### src/design/gcsw_pkg.sv
`timescale 1ns / 1ps

package gcsw_pkg;

  localparam int DIM_DEFAULT = 256;
  localparam int COORD_W = 8;
  localparam int SIZE_W = 9;
  localparam int LEN_W = 17;
  localparam int CFG_INDEX_W = 2;
  localparam int CFG_DATA_W = 9;
  localparam int QUEUE_DEPTH = 2;
  localparam int QPTR_W = $clog2(QUEUE_DEPTH);
  localparam int QCNT_W = $clog2(QUEUE_DEPTH + 1);
  localparam int NUM_DIRS = 4;

  localparam logic [CFG_INDEX_W-1:0] CFG_GRID_WIDTH = 2'd0;
  localparam logic [CFG_INDEX_W-1:0] CFG_GRID_HEIGHT = 2'd1;
  localparam logic [CFG_INDEX_W-1:0] CFG_GOAL_COL = 2'd2;
  localparam logic [CFG_INDEX_W-1:0] CFG_GOAL_ROW = 2'd3;

  localparam logic [1:0] DIR_LEFT = 2'd0;
  localparam logic [1:0] DIR_UP = 2'd1;
  localparam logic [1:0] DIR_RIGHT = 2'd2;
  localparam logic [1:0] DIR_DOWN = 2'd3;

  typedef enum logic {
    CMD_WRITE,
    CMD_QUERY
  } cmd_t;

  typedef struct packed {
    cmd_t              cmd;
    logic [COORD_W-1:0] col;
    logic [COORD_W-1:0] row;
    logic              free;
  } item_t;

  typedef struct packed {
    logic full;
    logic empty;
  } queue_stat_t;

  typedef enum logic [2:0] {
    ST_CLEAR,
    ST_IDLE,
    ST_PROBE,
    ST_SELECT,
    ST_DECIDE,
    ST_MERGE,
    ST_EMIT
  } state_t;

endpackage

### src/design/gcsw_queue.sv
`timescale 1ns / 1ps

module gcsw_queue (
  input  logic                  clk,
  input  logic                  rst,
  input  logic                  push,
  input  gcsw_pkg::item_t       push_item,
  input  logic                  pop,
  output gcsw_pkg::item_t       head,
  output gcsw_pkg::queue_stat_t q_stat
);
  import gcsw_pkg::*;

  item_t             slots [QUEUE_DEPTH];
  logic [QPTR_W-1:0] wr_ptr;
  logic [QPTR_W-1:0] rd_ptr;
  logic [QCNT_W-1:0] count;

  assign q_stat.full = (count == QCNT_W'(QUEUE_DEPTH));
  assign q_stat.empty = (count == '0);
  assign head = slots[rd_ptr];

  always_ff @(posedge clk) begin
    if (rst) begin
      wr_ptr <= '0;
      rd_ptr <= '0;
      count <= '0;
    end else begin
      if (push) begin
        wr_ptr <= (wr_ptr == QPTR_W'(QUEUE_DEPTH - 1)) ? '0 : wr_ptr + 1'b1;
      end
      if (pop) begin
        rd_ptr <= (rd_ptr == QPTR_W'(QUEUE_DEPTH - 1)) ? '0 : rd_ptr + 1'b1;
      end
      if (push && !pop) begin
        count <= count + 1'b1;
      end else if (pop && !push) begin
        count <= count - 1'b1;
      end
    end
  end

  always_ff @(posedge clk) begin
    if (push) begin
      slots[wr_ptr] <= push_item;
    end
  end

endmodule

### config.mk
export PLATFORM = sky130hd
export DESIGN_NAME = gcsw_queue
export DESIGN_NICKNAME = d
export VERILOG_FILES = /design/src/design/gcsw_pkg.sv /design/src/design/gcsw_queue.sv
export SDC_FILE = /design/constraint.sdc
export NUM_CORES = 1
export LEC_CHECK = 0
export BUFFER_PORTS_ARGS = -buffer_cell sky130_fd_sc_hd__buf_4
export CAP_MARGIN = 20
export CORE_ASPECT_RATIO = 1.5
export CORE_MARGIN = 8
export CORE_UTILIZATION = 54
export CTS_CLUSTER_DIAMETER = 150
export DETAILED_ROUTE_END_ITERATION = 8
export HOLD_SLACK_MARGIN = 0.02
export PLACE_DENSITY = 0.92
export SLEW_MARGIN = 30
export SYNTH_ARGS = -nofsm -noshare
export SYNTH_HDL_FRONTEND = slang
export SYNTH_SLANG_ARGS = --single-unit
### constraint.sdc
create_clock -name clk -period 3.65 [get_ports clk]
set_input_delay 1.095 -clock clk [delete_from_list [all_inputs] [get_ports clk]]
set_output_delay 1.095 -clock clk [all_outputs]
set_load 0.05 [all_outputs]
After elaboration in Yosys (flattened, before gate mapping)
Memories as Yosys holds them, arrays and structs flattened. A register that Yosys moved wholly into a read port is not among the register bits.
Index checks and enable logic that the tools add are counted.
{"block": "totals", "register_bits": 4, "ramBits": 36, "in_bits": 22, "memories": 1}
{"block": "op_classes", "addsub": 4, "eq_ne": 1, "muxes": 8, "reduce_logical": 6}
{"memory": "slots", "depth": 2, "word_bits": 18, "read_ports": 1, "rd_clocked_by_memory_dff": 1, "wr": 1, "line_no": "gcsw_queue.sv:14", "text": "item_t slots [QUEUE_DEPTH];"}
{"op": "two-way mux 1 bit", "n": 6}
{"op": "two-way mux 2 bit", "n": 2}
{"op": "adder 1 bit, second input constant", "n": 2}
{"op": "adder 2 x 1 -> 2 bit, second input constant", "n": 1}
{"op": "== test 2 bit, second input constant", "n": 1}
{"op": "logical AND 1 bit", "n": 2}
{"op": "zero test 1 bit", "n": 2}
{"op": "zero test 2 bit", "n": 1}
{"op": "nonzero test 2 bit", "n": 1}
{"op": "subtractor 2 x 1 -> 2 bit, second input constant", "n": 1}

Depth between registers and ports, before layout
{"block": "logic_depth", "ltp_word": 4, "ltp_mapped": 5}

Worst setup path before layout
No wires, ideal clock.
{"block": "synth_path", "kind": "input to register", "start": "input push", "end": "memory slots[0][0] (netlist bit), enable pin", "setup_time_ns": 0.395, "t_arrival_ns": 1.945, "t_required_ns": 3.255, "setup_slack_ns": 1.311, "path_stages": 1, "n_path_buf": 0, "path_cell_list": "nor2b_1"}
{"block": "synth_via", "elab_chain_cells": 2}
{"item": "start, declared", "line_no": "gcsw_queue.sv:6", "text": "input logic push,"}
{"item": "two-way mux 1 bit", "line_no": "gcsw_queue.sv:44", "text": "if (push) begin"}
{"item": "two-way mux 1 bit (not written as such)", "line_no": "gcsw_queue.sv:45", "text": "slots[wr_ptr] <= push_item;"}
{"item": "end, declared", "line_no": "gcsw_queue.sv:14"}
Every way passes these cells.

==> reports/metrics.cfg <==
[run_status]
outcome=finished clean

[placed_design]
place_inst=154
place.gp.congestion=0.633
numPortBuffers=41
dpl.hpwl_um=1860

[global_routing]
grtUsageTotal_pct=11.7
grt_overflow_total=0
antenna_found_initial=0
grt_pass1_vias=858
grt_max_degree=19
grt_pass1_wl_um=4060

[routing]
vias=820
wirelength_um=2580
drtPass1Iterations=4
viasPerCell=5.06
drc=0
wl_per_cell_um=15.9
drtIter0Drc=17
antenna_left=0

[worst_setup_path]
critical_path_required_ns=2.55
cp_slowest_cell=dfxtp_1
rr_startpoint=wr_ptr
crit_family=flip-flops
cp-start-kind=flip-flop
crit_chain=mux2_2 -> buf_4
critPathMaxFanout=18
r2r_setup_slack_ns=2.17
cpPeakStageDelay_ns=0.82
r2r_end=slots[1][6]
worstSetupPathType=reg2out
rr_worst_depth=1
critPathArrivalTime_ns=1.73
critPathBufInv=1
end_kind=output port

[min_path]
hold_start=count[1]
hold_class=reg2reg
min_to=count[1]
hold-path-cell-count=2

[clock_network]
cts_resized=0
clockBufferDepth=2
hold_buffers=0
cts_tree=done
cts.sinks=41
htreeDepth=2
clk_latency_ns=0.28
root_buffer=clkbuf_8
cts-buffers-inserted=5
post_cts_buffers=0
clk_pin_slew_ns=0.07

[sta]
worst_hold_slack_ns=0.505
finalHoldViolations=0
fmax_ghz=0.354
rsz0062_at_grt=no
finalSetupTns_ns=0
worst_slew_pin_slew_ns=0.886
fin_skew_ns=0.00630
finalSetupViolCount=0
post-route-period-util_pct=77.4
period_minus_slack_ns=2.82
relSlewSlack_pct=40.7
drv_slew=0

[synth]
syn-num-nets=101
syn_area_per_cell_um2=19.3
synth_seq_cells=41
synth_seq_area_share_pct=78.5
yosysWarnings=0
synthDistinctLibCells=16
synth_area_mm2=0.00150
synth_cells=78

[run]
drv_cap=0

[floorplanning]
die_h_um=80.6
coreArea_mm2=0.00268
initial_core_util_pct=56.2
ios=42
die-area_mm2=0.00476
rows=23
die_w_um=59.1

[layout]
diodes=0
final_common_cell=buf_4
layout_common_cells=41 x buf_4, 36 x edfxtp_1, 18 x mux2_2
syn2layout_area_growth_pct=28.2
instances_no_fill=162
utilization_pct=72.0
layout.nets=147
layout-drive-gt1-share_pct=52.8

[power_and_ir_drop]
power_leakage_nw=0.737
irDropWorstVdd_v=0.000379
power.density_mw_per_mm2=541

-- worst max-delay path by stage --
| stage | cells after the start | to | slack [ns] |
|---|---|---|---|
| floorplan | 1 | slots[0][0] | 1.31 |
| global placement | 2 | head[9] | 1.14 |
| detailed placement | 2 | head[14] | 1.12 |
| CTS | 2 | head[3] | 0.80 |
| global route | 2 | head[3] | 0.71 |
| finish | 2 | head[3] | 0.83 |
-- final cells by class --
cell class                 instances  area, µm²
clock buffer                       8       80.1
fill                             177        748
inverter                           1       3.75
multi-input combinational         34        309
sequential                        41       1180
tap                               37       46.3
timing repair buffer              41        308
-- kinds of logic (layout without fill, tap and decap cells) --
kind of cell             count (synthesis)  in the layout  share of synthesized area [%]
XOR/XNOR                                 4              4                           2.33
AND/OR/NAND/NOR                          9              9                           3.08
adder cells (fa/ha/maj)                  1              1                          0.832
AO/OA/AOI/OAI                            2              2                          0.665
flip-flops                              41             41                           78.5
buffers and inverters                    3             50                           1.08
multiplexers                            18             18                           13.5
-- metal layers --
layer	wire length, µm	global-route usage [%]	vias up
li1	-	-	384
met1	1010	11.5	387
met2	1310	20.3	42
met3	223	5.59	7
met4	42	5.05	0
met5	0	0	-
-- through the flow --
step / instance area, µm² / total power [mW] / worst slack (ns)
detailed placement: 1850 / 0.789 / 1.12
finish: 1930 / 1.04 / 0.827
CTS: 1930 / 1.05 / 0.798
floorplan: 1500 / 0.716 / 1.31
global route: 1930 / 1.08 / 0.709
global placement: 1850 / 0.782 / 1.14
-- cell usage after synthesis --
master / n / area [µm²]
a21oi_1: 1 / 5.00
and2_1: 1 / 6.26
and2b_2: 1 / 8.76
buf_2: 1 / 5.00
buf_4: 1 / 7.51
dfxtp_1: 5 / 100
edfxtp_1: 36 / 1080
ha_1: 1 / 12.5
inv_1: 1 / 3.75
mux2_2: 18 / 203
nor2_1: 5 / 18.8
nor2b_1: 1 / 6.26
o21ai_0: 1 / 5.00
or3_1: 1 / 6.26
xnor2_1: 2 / 17.5
xor2_1: 2 / 17.5
-- state kept, by name (all words and copies together), names as in the netlist, named ones only --
| signal | flops |
|---|---|
| count | 2 |
| rd_ptr | 1 |
| slots | 36 |
| wr_ptr | 1 |
-- tightest hold or removal path, cell delays in order (launching register included) --
cell	delay, ns
dfxtp_1	0.33
o21ai_0	0.07
a21oi_1	0.06
-- power breakdown --
part	switching, mW	leakage (nW)	internal [mW]	total (mW)
Combinational	0.136	0.318	0.0785	0.214
Clock	0.131	0.0395	0.136	0.267
Sequential	0.0178	0.379	0.545	0.563
Total	0.285	0.737	0.759	1.04
Power figures use the tool's default switching activity.
