$ cat config.mk
export PLATFORM = sky130hd
export DESIGN_NAME = gcsw_front
export DESIGN_NICKNAME = d
export VERILOG_FILES = /design/src/design/gcsw_pkg.sv /design/src/design/gcsw_front.sv
export SDC_FILE = /design/constraint.sdc
export NUM_CORES = 1
export LEC_CHECK = 0
export BUFFER_PORTS_ARGS = -buffer_cell sky130_fd_sc_hd__clkbuf_2
export CORE_MARGIN = 2
export CORE_UTILIZATION = 37
export DETAILED_ROUTE_END_ITERATION = 10
export PLACE_DENSITY_LB_ADDON = 0.12
export SKIP_LAST_GASP = 1
export SLEW_MARGIN = 20
export SYNTH_ARGS = -nofsm -noshare
export SYNTH_HDL_FRONTEND = slang
export SYNTH_SLANG_ARGS = --single-unit
$ cat constraint.sdc
create_clock -name clk -period 2.1 [get_ports clk]
set_clock_uncertainty 0.1 [all_clocks]
set_input_delay 0 -clock clk [delete_from_list [all_inputs] [get_ports clk]]
set_output_delay 0 -clock clk [all_outputs]
set_load 0.02 [all_outputs]
$ cat src/design/gcsw_pkg.sv
`timescale 1ns / 1ps

package gcsw_pkg;

  localparam int DIM_DEFAULT = 256;
  localparam int COORD_W = 8;
  localparam int SIZE_W = 9;
  localparam int LEN_W = 17;
  localparam int CFG_INDEX_W = 2;
  localparam int CFG_DATA_W = 9;
  localparam int QUEUE_DEPTH = 2;
  localparam int QPTR_W = $clog2(QUEUE_DEPTH);
  localparam int QCNT_W = $clog2(QUEUE_DEPTH + 1);
  localparam int NUM_DIRS = 4;

  localparam logic [CFG_INDEX_W-1:0] CFG_GRID_WIDTH = 2'd0;
  localparam logic [CFG_INDEX_W-1:0] CFG_GRID_HEIGHT = 2'd1;
  localparam logic [CFG_INDEX_W-1:0] CFG_GOAL_COL = 2'd2;
  localparam logic [CFG_INDEX_W-1:0] CFG_GOAL_ROW = 2'd3;

  localparam logic [1:0] DIR_LEFT = 2'd0;
  localparam logic [1:0] DIR_UP = 2'd1;
  localparam logic [1:0] DIR_RIGHT = 2'd2;
  localparam logic [1:0] DIR_DOWN = 2'd3;

  typedef enum logic {
    CMD_WRITE,
    CMD_QUERY
  } cmd_t;

  typedef struct packed {
    cmd_t              cmd;
    logic [COORD_W-1:0] col;
    logic [COORD_W-1:0] row;
    logic              free;
  } item_t;

  typedef struct packed {
    logic full;
    logic empty;
  } queue_stat_t;

  typedef enum logic [2:0] {
    ST_CLEAR,
    ST_IDLE,
    ST_PROBE,
    ST_SELECT,
    ST_DECIDE,
    ST_MERGE,
    ST_EMIT
  } state_t;

endpackage

$ cat src/design/gcsw_front.sv
`timescale 1ns / 1ps

module gcsw_front #(
  parameter int MAX_DIM = gcsw_pkg::DIM_DEFAULT
) (
  input  logic                         clk,
  input  logic                         rst,
  input  logic                         in_valid,
  output logic                         in_stall,
  input  logic                         operation,
  input  logic [gcsw_pkg::COORD_W-1:0] cell_col,
  input  logic [gcsw_pkg::COORD_W-1:0] cell_row,
  input  logic                         cell_free,
  input  logic                         clearing,
  input  gcsw_pkg::queue_stat_t        q_stat,
  output logic                         push,
  output gcsw_pkg::item_t              push_item
);
  import gcsw_pkg::*;

  logic  held;
  item_t item;
  logic  accept;
  logic  keep;

  // out-of-range writes are dropped here
  assign keep = (operation == 1'b1) ||
                ((32'(cell_col) < MAX_DIM) && (32'(cell_row) < MAX_DIM));
  assign push = held && !q_stat.full;
  assign in_stall = clearing || (held && q_stat.full);
  assign accept = in_valid && !in_stall;
  assign push_item = item;

  always_ff @(posedge clk) begin
    if (rst) begin
      held <= 1'b0;
    end else if (accept && keep) begin
      held <= 1'b1;
    end else if (push) begin
      held <= 1'b0;
    end
  end

  always_ff @(posedge clk) begin
    if (accept && keep) begin
      item.cmd <= operation ? CMD_QUERY : CMD_WRITE;
      item.col <= cell_col;
      item.row <= cell_row;
      item.free <= cell_free;
    end
  end

endmodule

# ---- Yosys cells after proc, flatten, opt, wreduce, memory -nomap -nowiden
# Cells that the tools add are included.
dict set report classes {
  mux 3
  n_reduce_logical 7
}
# operator n
set op_table {}
lappend op_table {{$logic_and A1 B1 Y1} 3}
lappend op_table {{$mux W1} 3}
lappend op_table {{$logic_not A1 Y1} 2}
lappend op_table {{$reduce_bool A2 Y1} 1}
lappend op_table {{$logic_or A1 B1 Y1} 1}
dict set report word_totals {
  in_bits 24
  register_bits 19
  out_inout_bits 20
}

# ---- Longest topological paths before layout
# Gate-level depths: netlist (run 1).
dict set report depth {
  depth_word 5
  ltp_mapped 2
}

# ---- Worst setup path after synthesis (run 1)
# No wires, ideal clock.
dict set report synth_timing {
  path_kind {reg2reg}
  from {register held}
  to {register item (netlist bit push_item[0]) (enable)}
  t_arrival_ps 1221
  path_stages_with_launch 2
  path_slack_ps 380
  setup_time_ps 399
  path_cell_list {dfxtp_1 a21oi_1}
}
dict set report synth_via {
  elab_chain_len 4
}
# item line
set synth_lines {}
lappend synth_lines {{from (decl)} gcsw_front.sv:21} ;# logic held;
lappend synth_lines {{from (signal assigned)} gcsw_front.sv:36} ;# held <= 1'b0;
lappend synth_lines {{from (signal assigned)} gcsw_front.sv:38} ;# held <= 1'b1;
lappend synth_lines {{from (signal assigned)} gcsw_front.sv:40} ;# held <= 1'b0;
lappend synth_lines {{$logic_and A1 B1 Y1} gcsw_front.sv:30} ;# assign in_stall = clearing || (held && q_stat.full);
lappend synth_lines {{$logic_or A1 B1 Y1} gcsw_front.sv:30}
lappend synth_lines {{$logic_not A1 Y1} gcsw_front.sv:31} ;# assign accept = in_valid && !in_stall;
lappend synth_lines {{$logic_and A1 B1 Y1} gcsw_front.sv:31}
lappend synth_lines {{net accept} gcsw_front.sv:23} ;# logic accept;
lappend synth_lines {{to (decl)} gcsw_front.sv:22} ;# item_t item;
# The timed path passes the listed nets, and every way through them passes these cells.
# A chain may end at the register's enable or synchronous reset.

# ---- Final worst setup path (run 1)
dict set report layout_timing {
  from {register held}
  to {register held}
}
dict set report layout_via {
  elab_chain_len 5
  elab_cells_between_ends 7
  cone_classes {mux: 1; reduce/logical: 6}
}
# item line
set layout_lines {}
lappend layout_lines {{$logic_and A1 B1 Y1} gcsw_front.sv:30}
lappend layout_lines {{$logic_or A1 B1 Y1} gcsw_front.sv:30}
lappend layout_lines {{$logic_not A1 Y1} gcsw_front.sv:31}
lappend layout_lines {{$logic_and A1 B1 Y1} gcsw_front.sv:31}
lappend layout_lines {{$mux W1 or $reduce_bool A2 Y1 (tied branches)} -}
# Parallel ways exist; a longest one is shown, timed or not.

==> results of run 1 <==
## worst register-to-register path, delay by kind of cell (launching register included)
| family | cells | cell delay (ps) |
|---|---|---|
| compound gates | 1 | 110 |
| buf+inv | 1 | 540 |
| flops | 1 | 360 |
| simple gates | 1 | 90 |
## how the worst max path moves through the flow
stage | start | endpoint | slack (ps) | cells past startpoint
6_report | held$_SDFFE_PP0P_ | held$_SDFFE_PP0P_ | 850 | 3
5_1_grt | held$_SDFFE_PP0P_ | held$_SDFFE_PP0P_ | 780 | 3
4_1_cts | held$_SDFFE_PP0P_ | held$_SDFFE_PP0P_ | 850 | 3
3_5_place_dp | held$_SDFFE_PP0P_ | push_item[5]$_DFFE_PP_ | 1000 | 2
3_3_place_gp | held$_SDFFE_PP0P_ | push_item[17]$_DFFE_PP_ | 1000 | 2
2_1_floorplan | held$_SDFFE_PP0P_ | push_item[0]$_DFFE_PP_ | 380 | 1
## metrics by stage
stage	util, %	power, mW	area, um^2	hold slack (ps)
finish	70.1	0.709	1070	168
global route	70.1	0.747	1070	161
global placement	55.3	0.516	842	63.5
CTS	70.1	0.719	1070	155
detailed placement	55.3	0.517	842	65.6
floorplan	-	0.479	604	-37.6
## where the power goes
part / internal [mW] / leakage [nW] / switching, mW / total, mW
clock network: 0.0736 / 0.0150 / 0.0982 / 0.172
registers: 0.433 / 0.177 / 0.00429 / 0.438
logic: 0.0532 / 0.284 / 0.0466 / 0.0998
total: 0.560 / 0.475 / 0.149 / 0.709
## cells by family after synthesis
kind of cell,count (synthesis),synth area share [%]
flip-flops,19,92.8
AO/OA/AOI/OAI,2,2.28
AND/OR/NAND/NOR,4,4.97
## layout make-up
class,instances,area [um^2],share of cell area (%)
flip-flops and latches,19,561,52.5
multi-input cells,6,43.8,4.10
well taps,16,20.0,1.87
clock buffers,4,26.3,2.46
repair buffers,63,418,39.1
## what timing repair did
action | 4_1_cts | 5_1_grt
setup endpoints to repair | 0 | 0
hold endpoints to repair | 19 | 0
hold buffers | 20 | 0
## sequential cells by signal, indices dropped and copies added (netlist names)
| name | flops |
|---|---|
| held | 1 |
| push_item | 18 |
## cells in the final DEF, fill, tap and decap left out, drive strengths merged
cell type / count
a21oi: 2
buf: 1
clkbuf: 46
dfxtp: 1
dlygate4sd3: 20
edfxtp: 18
nand2: 1
nand2b: 2
nor2b: 1
## per-layer routing
layer	up-vias	track usage [%]	share of wire, %
li1	228	-	-
met1	207	13.4	33
met2	25	29.1	58
met3	2	4.49	8.1
met4	0	5.45	0.31
met5	-	0	0
==> key figures, run 1 <==
Status
  • Status: finished, final reports clean

Clock tree
  • Post-CTS Setup Bufs: 0
  • TritonCTS Sinks: 19
  • CTS Buf Count: 3
  • Skew-Pair Late Insertion Delay: 280 ps
  • Root Buffer: clkbuf_4
  • CTS tree: yes
  • Resized cells post-CTS: 0
  • Clock slew at reported path FFs: 100 ps
  • Clock tree buffer depth: 2
  • H-tree depth reported by CTS: 1

Place
  • Port bufs: between 40 and 50
  • Placed Instances: between 80 and 90
  • Worst slack, placed: between 1000 and 1500 ps
  • GPL Wtd Cong: approximately 0.67

Yosys
  • Post-synthesis sequential area ratio: a little over 90%
  • Seq cells post-synth: 19
  • Area leader, netlist: edfxtp_1
  • Synth Instances: 25
  • Top-area cell type share of the netlist area: about 90%
  • Post-synth EDFFs: 18
  • Most common cell in the synthesized netlist: edfxtp_1
  • Post-Syn Area: 604 um^2
  • YS warnings: 0
  • Synth area leaders: edfxtp_1 89%, dfxtp_1 3.3%, nand2b_4 2.3%
  • Synthesized area per cell: 24.2 um^2
  • Syn_nets: 49
  • Count of unique library cells instantiated by Yosys: 8
  • Top FF cell, synth: edfxtp_1
  • Ys async rst share: 0%

Setup path
  • CP arrival: roughly 1400 ps
  • Flop2flop setup slack: roughly 850 ps
  • Worst path bufs/invs: 1
  • CP cell instances: nand2_1 -> a21oi_2 -> dlygate4sd3_1
  • RR Endpoint: held$_SDFFE_PP0P_
  • Type of destination of the critical path: register
  • Worst R2R Start: held$_SDFFE_PP0P_
  • WS Path Type: register to register
  • CP max stage cell: dlygate4sd3_1
  • Crit-path leading delay family: buffers and inverters
  • Worst Reg2Reg Path Length in Cells: 3
  • Worst-path fanout max: 3
  • Startpoint types: register
  • Req. time, crit path: between 2000 and 2500 ps
  • Crit-path max cell delay: roughly 540 ps

Finish
  • Synthesis-to-layout area growth: 76.8%
  • Final std cells w/o fill: approximately 110
  • Antenna cells: 0
  • Final nets: ~120
  • Fill count: ~110
  • Layout cell share with drive strength beyond 1: 52.2%

Floorplanning
  • DIE AREA: between 1500 and 2000 um^2
  • Initial Util: between 30 and 40%
  • Site Rows: 14
  • Die Y: 44.4 um
  • Area of the core: ~1500 um^2
  • Chip Width: 44.4 um
  • Num ports: 44

Detailed routing
  • DRC violations left: 0
  • DR pass1 iterations: 2
  • Drt via density: around 4.3
  • Wire length per cell: around 12 um
  • DR vias: about 460
  • DRT iter0 DRCs: 6
  • Antenna viol nets, final: 0
  • Final WL: roughly 1300 um

Timing
  • Max-slew violations: 0
  • FMAX: 802 MHz
  • Worst Tran Pin Value: between 200 and 250 ps
  • Fin. Hold Viols: 0
  • Final Worst Setup Slack: about 850 ps
  • Slew HR: between 80% and 90%
  • Final setup violation count: 0
  • Final period util: 59.4%
  • RSZ-0062 raised after global routing: no
  • Setup Total Neg Slack: 0 ps
  • Crit path time final: approximately 1200 ps

Hold path
  • Endpoint, Worst Hold: push_item[16]$_DFFE_PP_
  • Hold path startpoint: q_stat[1]
  • Hold depth: 3
  • Hold crit path type: primary input to register

GRT
  • First-pass GRT wire length: 1950 um
  • Vias in the first global route: ~470
  • All-Layer GR Usage: approximately 15%
  • Total overflow reported by the global router: 0
  • Largest net degree at the start of global routing: 19
  • Initial antenna violation count: 0

Power and ir drop
  • P_leak: ~0.48 nW
  • Worst vdd rail ir drop: 0.498 mV
  • Cell Pwr Density: about 660 nW/um^2

Job
  • Max cap viols: 0
No activity file was read; power rests on OpenSTA's default activity.
==> run 2, diff against run 1 <==
clock period = 1.2 ns   (was 2.1 ns; I/O delays follow)
==> key figures, run 2 (synthesis results as in run 1) <==
Timing
  • Setup Total Neg Slack: -1.65 ps (was 0 ps)
  • Final period util: 100%
  • Crit path time final: around 1200 ps
  • Final Worst Setup Slack: -0.477 ps (was 853 ps)
  • Smallest hold slack: 319 ps (was 168 ps)
  • Final setup violation count: 8 (was 0)
  • Max-slew violations: 0 (unchanged)
  • Slew HR: 91.2% (was 85.1%)
  • Fin. Hold Viols: 0 (unchanged)
  • FMAX: 833 MHz
  • Worst Tran Pin Value: 132 ps (was 224 ps)
  • RSZ-0062 raised after global routing: no (unchanged)

Clock tree
  • Clock tree buffer depth: 2 (unchanged)
  • CTS Buf Count: 3 (unchanged)
  • Clock slew at reported path FFs: 100 ps (about the same)
  • CTS tree: yes (unchanged)
  • Skew-Pair Late Insertion Delay: 290 ps (was 280 ps)
  • TritonCTS Sinks: 19 (unchanged)
  • H-tree depth reported by CTS: 1 (unchanged)
  • Root Buffer: clkbuf_4 (unchanged)

Detailed routing
  • Drt via density: 4.34 (was 4.28)
  • Antenna viol nets, final: 0 (unchanged)
  • Final WL: 1280 um (about the same)
  • DRT iter0 DRCs: 9 (was 6)
  • DR pass1 iterations: 2 (unchanged)
  • DRC violations left: 0 (unchanged)
  • DR vias: 477 (was 462)
  • Wire length per cell: 11.6 um (was 11.9 um)

Floorplanning
  • Site Rows: 14 (unchanged)
  • DIE AREA: 1970 um^2 (unchanged)
  • Die Y: 44.4 um (unchanged)
  • Chip Width: 44.4 um (unchanged)
  • Initial Util: 39.7% (unchanged)
  • Area of the core: 1520 um^2 (unchanged)
  • Num ports: 44 (unchanged)

Setup path
  • Flop2flop setup slack: 150 ps (was 850 ps)
  • CP arrival: 1110 ps (was 1380 ps)
  • Worst-path fanout max: 18 (was 3)
  • Setup crit end: push_item[14]$_DFFE_PP_ (was held$_SDFFE_PP0P_)
  • Worst Reg2Reg Path Length in Cells: 2 (was 3)
  • Type of destination of the critical path: register (unchanged)
  • WS Path Type: primary input to register (was register to register)
  • Req. time, crit path: 1110 ps (was 2230 ps)
  • RR Endpoint: push_item[14]$_DFFE_PP_ (was held$_SDFFE_PP0P_)
  • Crit path launch: clearing (was held$_SDFFE_PP0P_)
  • Startpoint types: primary input (was register)
  • Worst R2R Start: held$_SDFFE_PP0P_ (unchanged)

GRT
  • Grt met3 use: 4.08% (was 4.49%)
  • First-pass GRT wire length: 2080 um (was 1950 um)
  • Initial antenna violation count: 0 (unchanged)
  • GR Util met1: 16.3% (was 13.4%)
  • Total overflow reported by the global router: 0 (unchanged)
  • Vias in the first global route: 492 (was 468)
  • GRT met2 Usage: 28.5% (was 29.1%)
  • All-Layer GR Usage: 15.5% (was 14.6%)
  • Grt peak-use layer: met2 (unchanged)
  • Largest net degree at the start of global routing: 19 (unchanged)

Finish
  • Final nets: 119 (was 117)
  • Antenna cells: 0 (unchanged)
  • Layout cell share with drive strength beyond 1: 53.2% (was 52.2%)
  • Most frequent cells in the layout: 42 x clkbuf_2, 22 x dlygate4sd3_1, 18 x edfxtp_1, 3 x clkbuf_4 (was 42 x clkbuf_2, 20 x dlygate4sd3_1, 18 x edfxtp_1, 3 x clkbuf_4)
  • Max reg flops: 18 (unchanged)
  • Final Util: 73.1% (was 70.1%)
  • Synthesis-to-layout area growth: 84.3% (was 76.8%)
  • Final std cells w/o fill: 110 (was 108)
  • Final Cell Area: 1110 um^2 (was 1070 um^2)
  • Commonest non-fill, non-tap cell in the layout: clkbuf_2 (unchanged)

Hold path
  • Hold crit path type: primary input to register (unchanged)
  • Hold depth: 2 (was 3)

Power and ir drop
  • Flop pwr share: 60.5% (was 61.7%)
  • Worst vdd rail ir drop: 0.780 mV (was 0.498 mV)
  • Int Pwr: 0.991 mW (was 0.560 mW)
  • Switching power share of the total: 21.8% (was 21.0%)
  • Clock power frac: 24.5% (was 24.2%)
  • Sw power: 0.277 mW (was 0.149 mW)
  • P_leak: 0.487 nW (was 0.475 nW)
  • Combinational fraction of design power: 14.9% (was 14.1%)
  • PnR Total Power: 1.27 mW (was 0.709 mW)
  • Cell Pwr Density: 1140 nW/um^2 (was 664 nW/um^2)

Place
  • Worst slack, placed: 154 ps (was 1000 ps)
  • Port bufs: 42 (unchanged)
  • Placed Instances: 84 (unchanged)
  • DP Area: 866 um^2 (was 842 um^2)
  • GPL Wtd Cong: 0.618 (was 0.665)

Status
  • Status: finished with violations (was finished, final reports clean)
  • Failing checks: setup timing

Job
  • Max cap viols: 0 (unchanged)
==> run 2: changes by cell type in the layout (fill, tap and decap cells not counted), sizes merged <==
| cell | before | now |
|---|---|---|
| dlygate4sd3 | 20 | 22 |
==> run 2: metal layers <==
| layer | vias to the layer above | part of all wire, % |
|---|---|---|
| met5 | - | 0 |
| met4 | 0 | 0 |
| met3 | 0 | 8.2 |
| met2 | 26 | 54 |
| met1 | 217 | 37 |
| li1 | 234 | - |
==> run 2: worst min-delay path by stage <==
stage,start,to
floorplan,rst,held$_SDFFE_PP0P_
global placement,rst,held$_SDFFE_PP0P_
detailed placement,rst,held$_SDFFE_PP0P_
CTS,rst,held$_SDFFE_PP0P_
global route,cell_free,push_item[0]$_DFFE_PP_
finish,cell_row[1],push_item[2]$_DFFE_PP_
==> run 2: power groups by stage <==
stage	logic (mW)	clock network, mW	registers (mW)
floorplan	0.0248	0	0.816
global placement	0.131	0	0.782
detailed placement	0.132	0	0.783
CTS	0.187	0.312	0.767
global route	0.203	0.358	0.770
finish	0.190	0.311	0.768
==> run 2: cell type report <==
class	count	area (um^2)
well taps	16	20.0
clock buffers	4	26.3
fillers	94	410
flip-flops and latches	19	562
repair buffers	65	450
multi-input cells	6	55.1
==> run 2: timing repair <==
action                     in CTS  in global routing
buffers inserted                0                  0
gates resized for setup         0                  1
hold buffers                   22                  0
setup endpoints to repair       0                  2
hold endpoints to repair       19                  0
==> run 2: worst max-delay path, cell delays in order <==
cell,delay (ps)
dlygate4sd3_1,540
clkbuf_2,110
nand2b_4,150
a21oi_4,140
buf_12,170
